==> config.mk <==
export PLATFORM = sky130hd
export DESIGN_NAME = ght_free_stack
export DESIGN_NICKNAME = d
export VERILOG_FILES = /design/src/hw/rtl/ght_pkg.sv /design/src/hw/rtl/ght_free_stack.sv
export SDC_FILE = /design/constraint.sdc
export NUM_CORES = 2
export LEC_CHECK = 0
export BUFFER_PORTS_ARGS = -buffer_cell sky130_fd_sc_hd__buf_4
export CORE_MARGIN = 8
export CORE_UTILIZATION = 63
export CTS_CLUSTER_DIAMETER = 200
export DETAILED_ROUTE_END_ITERATION = 7
export MAX_ROUTING_LAYER = met4
export PLACE_DENSITY = 0.82
export SLEW_MARGIN = 30
export SYNTH_ARGS = -nofsm -noshare
export SYNTH_HDL_FRONTEND = slang
export SYNTH_SLANG_ARGS = --single-unit
==> constraint.sdc <==
create_clock -name clk -period 3.9 [get_ports clk]
set_input_delay 0.39 -clock clk [delete_from_list [all_inputs] [get_ports clk]]
set_output_delay 0.39 -clock clk [all_outputs]
set_load 0.05 [all_outputs]
==> src/hw/rtl/ght_pkg.sv <==
// ----------------------------------------------------------------------------
// ght_pkg
// shared widths, request and status codes, and the slot and free stack structs of the handle table
// ----------------------------------------------------------------------------
package ght_pkg;

	localparam int SLOT_COUNT = 256;
	localparam int SLOT_BITS  = $clog2(SLOT_COUNT);
	localparam int CNT_BITS   = SLOT_BITS + 1;
	localparam int GEN_BITS   = 16;
	localparam int REF_BITS   = 16;
	localparam int KIND_BITS  = 3;
	localparam int STAT_BITS  = 2;

	// request kinds
	localparam logic [KIND_BITS-1:0] KIND_ALLOC      = 3'd0;
	localparam logic [KIND_BITS-1:0] KIND_ADD_REF    = 3'd1;
	localparam logic [KIND_BITS-1:0] KIND_RELEASE    = 3'd2;
	localparam logic [KIND_BITS-1:0] KIND_QUERY      = 3'd3;
	localparam logic [KIND_BITS-1:0] KIND_CLEAR_KEEP = 3'd4;
	localparam logic [KIND_BITS-1:0] KIND_CLEAR_ALL  = 3'd5;

	// result status codes
	localparam logic [STAT_BITS-1:0] STAT_OK        = 2'd0;
	localparam logic [STAT_BITS-1:0] STAT_INVALID   = 2'd1;
	localparam logic [STAT_BITS-1:0] STAT_FULL      = 2'd2;
	localparam logic [STAT_BITS-1:0] STAT_SATURATED = 2'd3;

	// one slot memory word
	typedef struct packed {
		logic                live;
		logic [GEN_BITS-1:0] gen;
		logic [REF_BITS-1:0] refs;
	} slot_t;

	// free stack commands
	typedef struct packed {
		logic                 pop;
		logic                 push;
		logic                 fill;
		logic                 load;
		logic [SLOT_BITS-1:0] slot;
		logic [CNT_BITS-1:0]  load_depth;
	} stk_ctl_t;

endpackage

==> src/hw/rtl/ght_free_stack.sv <==
// ----------------------------------------------------------------------------
// ght_free_stack
// lifo of freed slot numbers in a synchronous memory with its depth counter
// ----------------------------------------------------------------------------
module ght_free_stack (
	input  logic                          clk,
	input  logic                          arst_n,
	input  ght_pkg::stk_ctl_t             ctl,
	output logic                          empty,
	output logic [ght_pkg::SLOT_BITS-1:0] rd_data
);

	logic [ght_pkg::SLOT_BITS-1:0] stk_mem [ght_pkg::SLOT_COUNT];
	logic [ght_pkg::CNT_BITS-1:0]  depth_q;
	logic [ght_pkg::CNT_BITS-1:0]  top_idx;
	logic [ght_pkg::SLOT_BITS-1:0] rd_q;
	logic                          room;

	assign top_idx = depth_q - ght_pkg::CNT_BITS'(1);
	assign room    = depth_q < ght_pkg::CNT_BITS'(ght_pkg::SLOT_COUNT);
	assign empty   = depth_q == '0;
	assign rd_data = rd_q;

	always_ff @(posedge clk or negedge arst_n) begin
		if (!arst_n) begin
			depth_q <= '0;
		end else if (ctl.load) begin
			depth_q <= ctl.load_depth;
		end else if (ctl.pop && !empty) begin
			depth_q <= top_idx;
		end else if (ctl.push && room) begin
			depth_q <= depth_q + ght_pkg::CNT_BITS'(1);
		end
	end

	always_ff @(posedge clk) begin
		if (ctl.push && room) begin
			stk_mem[depth_q[ght_pkg::SLOT_BITS-1:0]] <= ctl.slot;
		end else if (ctl.fill) begin
			stk_mem[ctl.slot] <= ctl.slot;
		end
		if (ctl.pop && !empty) begin
			rd_q <= stk_mem[top_idx[ght_pkg::SLOT_BITS-1:0]];
		end
	end

endmodule
# ---- Word-level counts from Yosys, hierarchy flattened
# Memories as Yosys holds them, arrays and structs flattened. A register that Yosys moved wholly into a read port is not among the register bits.
# Index checks and enable logic that the tools add are counted.
dict set report totals {
  regBits 9
  ram_bits 2048
  input_bits 23
  out_inout_bits 9
  elab_cells 22
  mem_count 1
}
dict set report op_classes {
  addsub 2
  magnitude_cmp 1
  muxes 11
  reduce_logical 6
}
# name depth width read_ports rd_ports_with_merged_regs write_ports line
set memory_table {}
lappend memory_table {stk_mem 256 8 1 1 1 ght_free_stack.sv:13} ;# logic [ght_pkg::SLOT_BITS-1:0] stk_mem [ght_pkg::SLOT_COUNT];
# cell n
set ops {}
lappend ops {{$mux 9} 3}
lappend ops {{$mux 8} 2}
lappend ops {{$add 9x1->9 const B} 1}
lappend ops {{$logic_not 9->1} 1}
lappend ops {{$lt 9x9->1 const B} 1}
lappend ops {{$sub 9x1->9 const B} 1}
lappend ops {{$reduce_or 8->1} 1}
lappend ops {{$mux 1} 6}
lappend ops {{$reduce_bool 3->1} 1}
lappend ops {{$logic_and 1x1->1} 2}
lappend ops {{$logic_not 1->1} 1}

# ---- Longest topological paths before layout
dict set report logic_depth {
  word_depth 6
  depth_mapped 14
  mapped_depth_nobuf 9
}

# ---- Worst setup path before layout
# No wires, ideal clock.
dict set report synth_path {
  path_type {register to output}
  start {reg depth_q[0] in the netlist's numbering}
  end {out empty}
  arrival_time_ns 2.875
  t_required_ns 3.510
  slack_ns 0.635
  stages_incl_launch_ff 8
  n_path_buf 2
  cell_sequence {dfrtp_1 buf_2 buf_2 inv_1 ha_1 nor3b_2 nand2_1 nor4_1}
}
dict set report synth_between {
  elab_chain_cells 1
}
# item line
set synth_lines {}
lappend synth_lines {{from (decl)} ght_free_stack.sv:14} ;# logic [ght_pkg::CNT_BITS-1:0] depth_q;
lappend synth_lines {{from (signal assigned)} ght_free_stack.sv:28} ;# depth_q <= ctl.load_depth;
lappend synth_lines {{from (signal assigned)} ght_free_stack.sv:30} ;# depth_q <= top_idx;
lappend synth_lines {{from (signal assigned)} ght_free_stack.sv:32} ;# depth_q <= depth_q + ght_pkg::CNT_BITS'(1);
lappend synth_lines {{$logic_not 9->1} ght_free_stack.sv:21} ;# assign empty = depth_q == '0;
lappend synth_lines {{to (decl)} ght_free_stack.sv:9} ;# output logic empty,
# Every way passes these cells.

# ---- Worst setup path in the final report
dict set report layout_path {
  start {reg depth_q[1] in the netlist's numbering}
  end {reg rd_q, in the netlist rd_data[0], read port of stk_mem, data pin}
}
dict set report layout_between {
  elab_chain_cells 3
  elab_cells_between_ends 4
  cone_classes {add/sub (1); reduce/logical (3)}
}
# item line
set layout_lines {}
lappend layout_lines {{parallel branches: the longest is 3 deep, another holds $sub 9x1->9} n/a}
lappend layout_lines {{to (decl)} ght_free_stack.sv:16} ;# logic [ght_pkg::SLOT_BITS-1:0] rd_q;
# Several ways; the timed one is not identified.
# A chain may end at the register's enable or synchronous reset.

==> metrics <==
outcome complete, but fails checks; failing checks setup timing; number of buffer and inverter instances along the worst setup path 3; post-route ant nets 0; Inserted Clock Buffers about 190; cell taking the most area after synthesis sky130_fd_sc_hd__edfxtp_1; Detailed Place HPWL between 100000 and 150000 um; maximum resistive drop on vdd between 0.4 and 0.5 mV; die area 138500 sq um; most used cells in the layout excluding fill and tap cells sky130_fd_sc_hd__edfxtp_1 (2056), sky130_fd_sc_hd__mux4_2 (512), sky130_fd_sc_hd__buf_4 (331); DRT iter0 DRCs ~7000; FF-to-FF setup slack -20 ps; required time of the worst setup path approximately 4400 ps; delay-heaviest family, CP buffers and inverters; initial antenna violation count 7; flip-flop and latch count after synthesis between 2000 and 2500; Hold Violations, Final 0; unrepaired setup endpoints after global routing true; sum of met3 wire segment lengths after detailed routing 25870 um; Final Wtd Congestion 0.8974; kind of capture point of the worst setup path register; list of cells traversed by the critical path inv_1 -> ha_4 -> buf_16 -> buf_4 -> mux4_2 -> a22oi_1 -> nand2_1 -> a22o_1 -> nor3_1 -> o221ai_1; final critical-path setup slack -21.28 ps; part of the Yosys area used for sequential elements between 70 and 80%; io pins 32; Placeable Area 125700 sq um; GRT Resource Usage Total 31.11%; portion of total power attributed to sequential cells ~48%; Post-CTS Setup Repair Bufs 0; sw frac approximately a quarter; PD cells 568.1 nW/um^2; CTS tree built; Avg Synthesized Cell Area 21.39 sq um; most common library cell in the layout ignoring fill and taps sky130_fd_sc_hd__edfxtp_1; beginning of the worst hold path ctl[5]; wire length on met1 approximately 69000 um; total number of yosys warnings 0; drt wl/cell between 30 and 40 um; clock network latency to the later pin of the worst-skew pair 810 ps; Layout Skew between 20 and 30 ps; net count of the finished layout approximately 4100; share of the clock period used by the worst path 100.5%; Mapped Area ~80000 sq um; grt ovf 0; Worst Reg-to-Reg Cells 10; transition time at the pin with the least slew margin 1031 ps; count of cell types in the netlist 53; number of buffer cells added on primary ports 31; DRC errors left 0; critical path's slowest cell sky130_fd_sc_hd__dfrtp_1; static power due to leakage 28.66 nW; first-pass iteration count of the detailed router 6; worst-case headroom to the max-slew limit between 30 and 40%; Slowest Stage Delay on Critical Path between 400 and 500 ps; endpoint of the worst hold-timing path depth_q[5]$_DFFE_PN0P_; maximum clock path buffer count 3; share of flip-flops with an asynchronous set or reset after synthesis less than 1%; achievable clock frequency around 0.26 GHz; Routed WL about 210000 um; type of the worst setup path register to register; Comb power frac between 15 and 20%; most used flip-flop cell after synthesis sky130_fd_sc_hd__edfxtp_1; post-place instance area roughly 84000 sq um; top sig layer met4; Fillers approximately 6400; internal cell power roughly 0.038 W; H-tree lvl count 4; endpoint of the worst-slack reg-to-reg timing path rd_data[0]$_DFFE_PP_; fin. max-slew vios 0; final critical path time including I/O delays and setup roughly 3900 ps; vias in the first global route 42835; area overhead of the layout relative to synthesis 13.43%; effective utilization at floorplan between 60% and 70%; pin count of the biggest net entering global routing 176; WP data arrival around 4400 ps; Die X ~370 um; share of the synthesized area in the top cell type between 70 and 80%; class of the tightest hold or removal check primary input to register; reported net switching power roughly 0.013 W; layout cells sized above 1 between 20% and 30%; root buf cell sky130_fd_sc_hd__clkbuf_16; clock network fraction of total power 36.2%; vias per inst ~7.3; worst reg2reg path startpoint depth_q[1]$_DFFE_PN0P_; ranking of synthesized cells by area sky130_fd_sc_hd__edfxtp_1 (77%), sky130_fd_sc_hd__mux4_2 (14%), sky130_fd_sc_hd__a22oi_1 (1.5%), sky130_fd_sc_hd__nor2_1 (1.3%), sky130_fd_sc_hd__a22o_1 (0.88%); height of the chip roughly 370 um; detailed-route via count between 40000 and 50000; std cell rows between 100 and 150; startpoint kind of the worst setup timing path register; setup violation total in the final timing report 1; Post-synth EDFFs slightly above 2000; number of max-capacitance violations reported 0; clock transition at the registers of the reported paths around 70 ps; number of cells produced by synthesis about 3700; sum of met2 wire segment lengths after detailed routing approximately 100000 um; hold path depth 3; net count after synthesis approximately 3800; Final Hold Slack about 80 ps; area of all placed cells without fillers 90620 sq um; first-pass GRT wire length between 200000 and 300000 um; CTS sink count 2065; worst-path maximum fanout 65
==> kinds of logic after synthesis <==
family | count (synthesis) | share of synthesized area (%)
compound gates | 368 | 3.446
xor+xnor | 14 | 0.1629
fa+ha+maj | 3 | 0.04699
buf+inv | 234 | 1.289
flops | 2065 | 77.57
mux | 539 | 14.77
simple gates | 511 | 2.714
==> through the flow <==
step	instances	total power, W	worst slack (ps)	util, %	setup TNS [ps]
after floorplan	3734	0.02984	634.7	-	0
final	5895	0.05148	-21.28	72.07	-21.28
after global placement	5522	0.03264	-88.66	66.92	-88.66
after global routing	5894	0.05252	-17.55	72.07	-17.55
after detailed placement	5523	0.03284	-109.6	66.94	-109.6
after CTS	5890	0.05134	58.07	72.02	0
==> sequential cells by signal, indices dropped and copies added (netlist names) <==
name     count
stk_mem   2048
depth_q      9
rd_data      8
==> worst min-delay path, cell delays in order <==
cell and delay [ps]:
sky130_fd_sc_hd__buf_4 80, sky130_fd_sc_hd__nand2_1 210, sky130_fd_sc_hd__o21ai_0 160
==> worst max path at each step <==
stage,from,endpoint,cells after the start
final,depth_q[1]$_DFFE_PN0P_,rd_data[0]$_DFFE_PP_,10
after global routing,depth_q[1]$_DFFE_PN0P_,rd_data[0]$_DFFE_PP_,10
after CTS,depth_q[1]$_DFFE_PN0P_,rd_data[1]$_DFFE_PP_,10
after detailed placement,depth_q[1]$_DFFE_PN0P_,rd_data[5]$_DFFE_PP_,11
after global placement,depth_q[1]$_DFFE_PN0P_,rd_data[5]$_DFFE_PP_,11
after floorplan,depth_q[0]$_DFFE_PN0P_,empty,7
==> layer usage <==
metal / up-vias / global-route usage, %
li1: 16362 / -
met1: 21772 / 38.93
met2: 3924 / 48.53
met3: 718 / 7.264
met4: 0 / 15.41
met5: - / -
==> timing repair <==
action / CTS / global route
endpoints found under the setup margin: 3 / 6
resized for setup: 3 / 8
pin swaps: 0 / 0
hold endpoints to repair: 37 / 0
hold buffers: 23 / 0
==> synth_stat cells (all sizes together), types with 16 or more instances <==
cell type	number
nor2	282
mux4	512
mux2i	27
a22o	80
clkbuf	130
buf	100
a21o	16
o221ai	16
nand3	56
nand2	116
a32oi	16
edfxtp	2056
nor3	20
o21ai	32
a22oi	160
a21oi	39
==> layout make-up <==
class | count | area, sq um | share of cell area, %
repair buffers | 392 | 3415 | 3.768
flip-flops and latches | 2065 | 61970 | 68.39
well taps | 1650 | 2064 | 2.278
clock inverters | 104 | 1134 | 1.251
multi-input cells | 1435 | 17000 | 18.76
clock buffers | 240 | 5006 | 5.524
diodes | 5 | 12.51 | 0.01381
inverters | 4 | 15.01 | 0.01657
==> power by group through the flow <==
| stage | sequential (W) | clock, W | combinational (W) |
|---|---|---|---|
| 2_1_floorplan | 0.0251 | 0 | 0.00469 |
| 3_3_place_gp | 0.0251 | 0 | 0.00752 |
| 3_5_place_dp | 0.0251 | 0 | 0.00771 |
| 4_1_cts | 0.0247 | 0.0187 | 0.00796 |
| 5_1_grt | 0.0247 | 0.0195 | 0.00836 |
| 6_report | 0.0247 | 0.0186 | 0.00815 |
(Power assumes the default switching activity.)
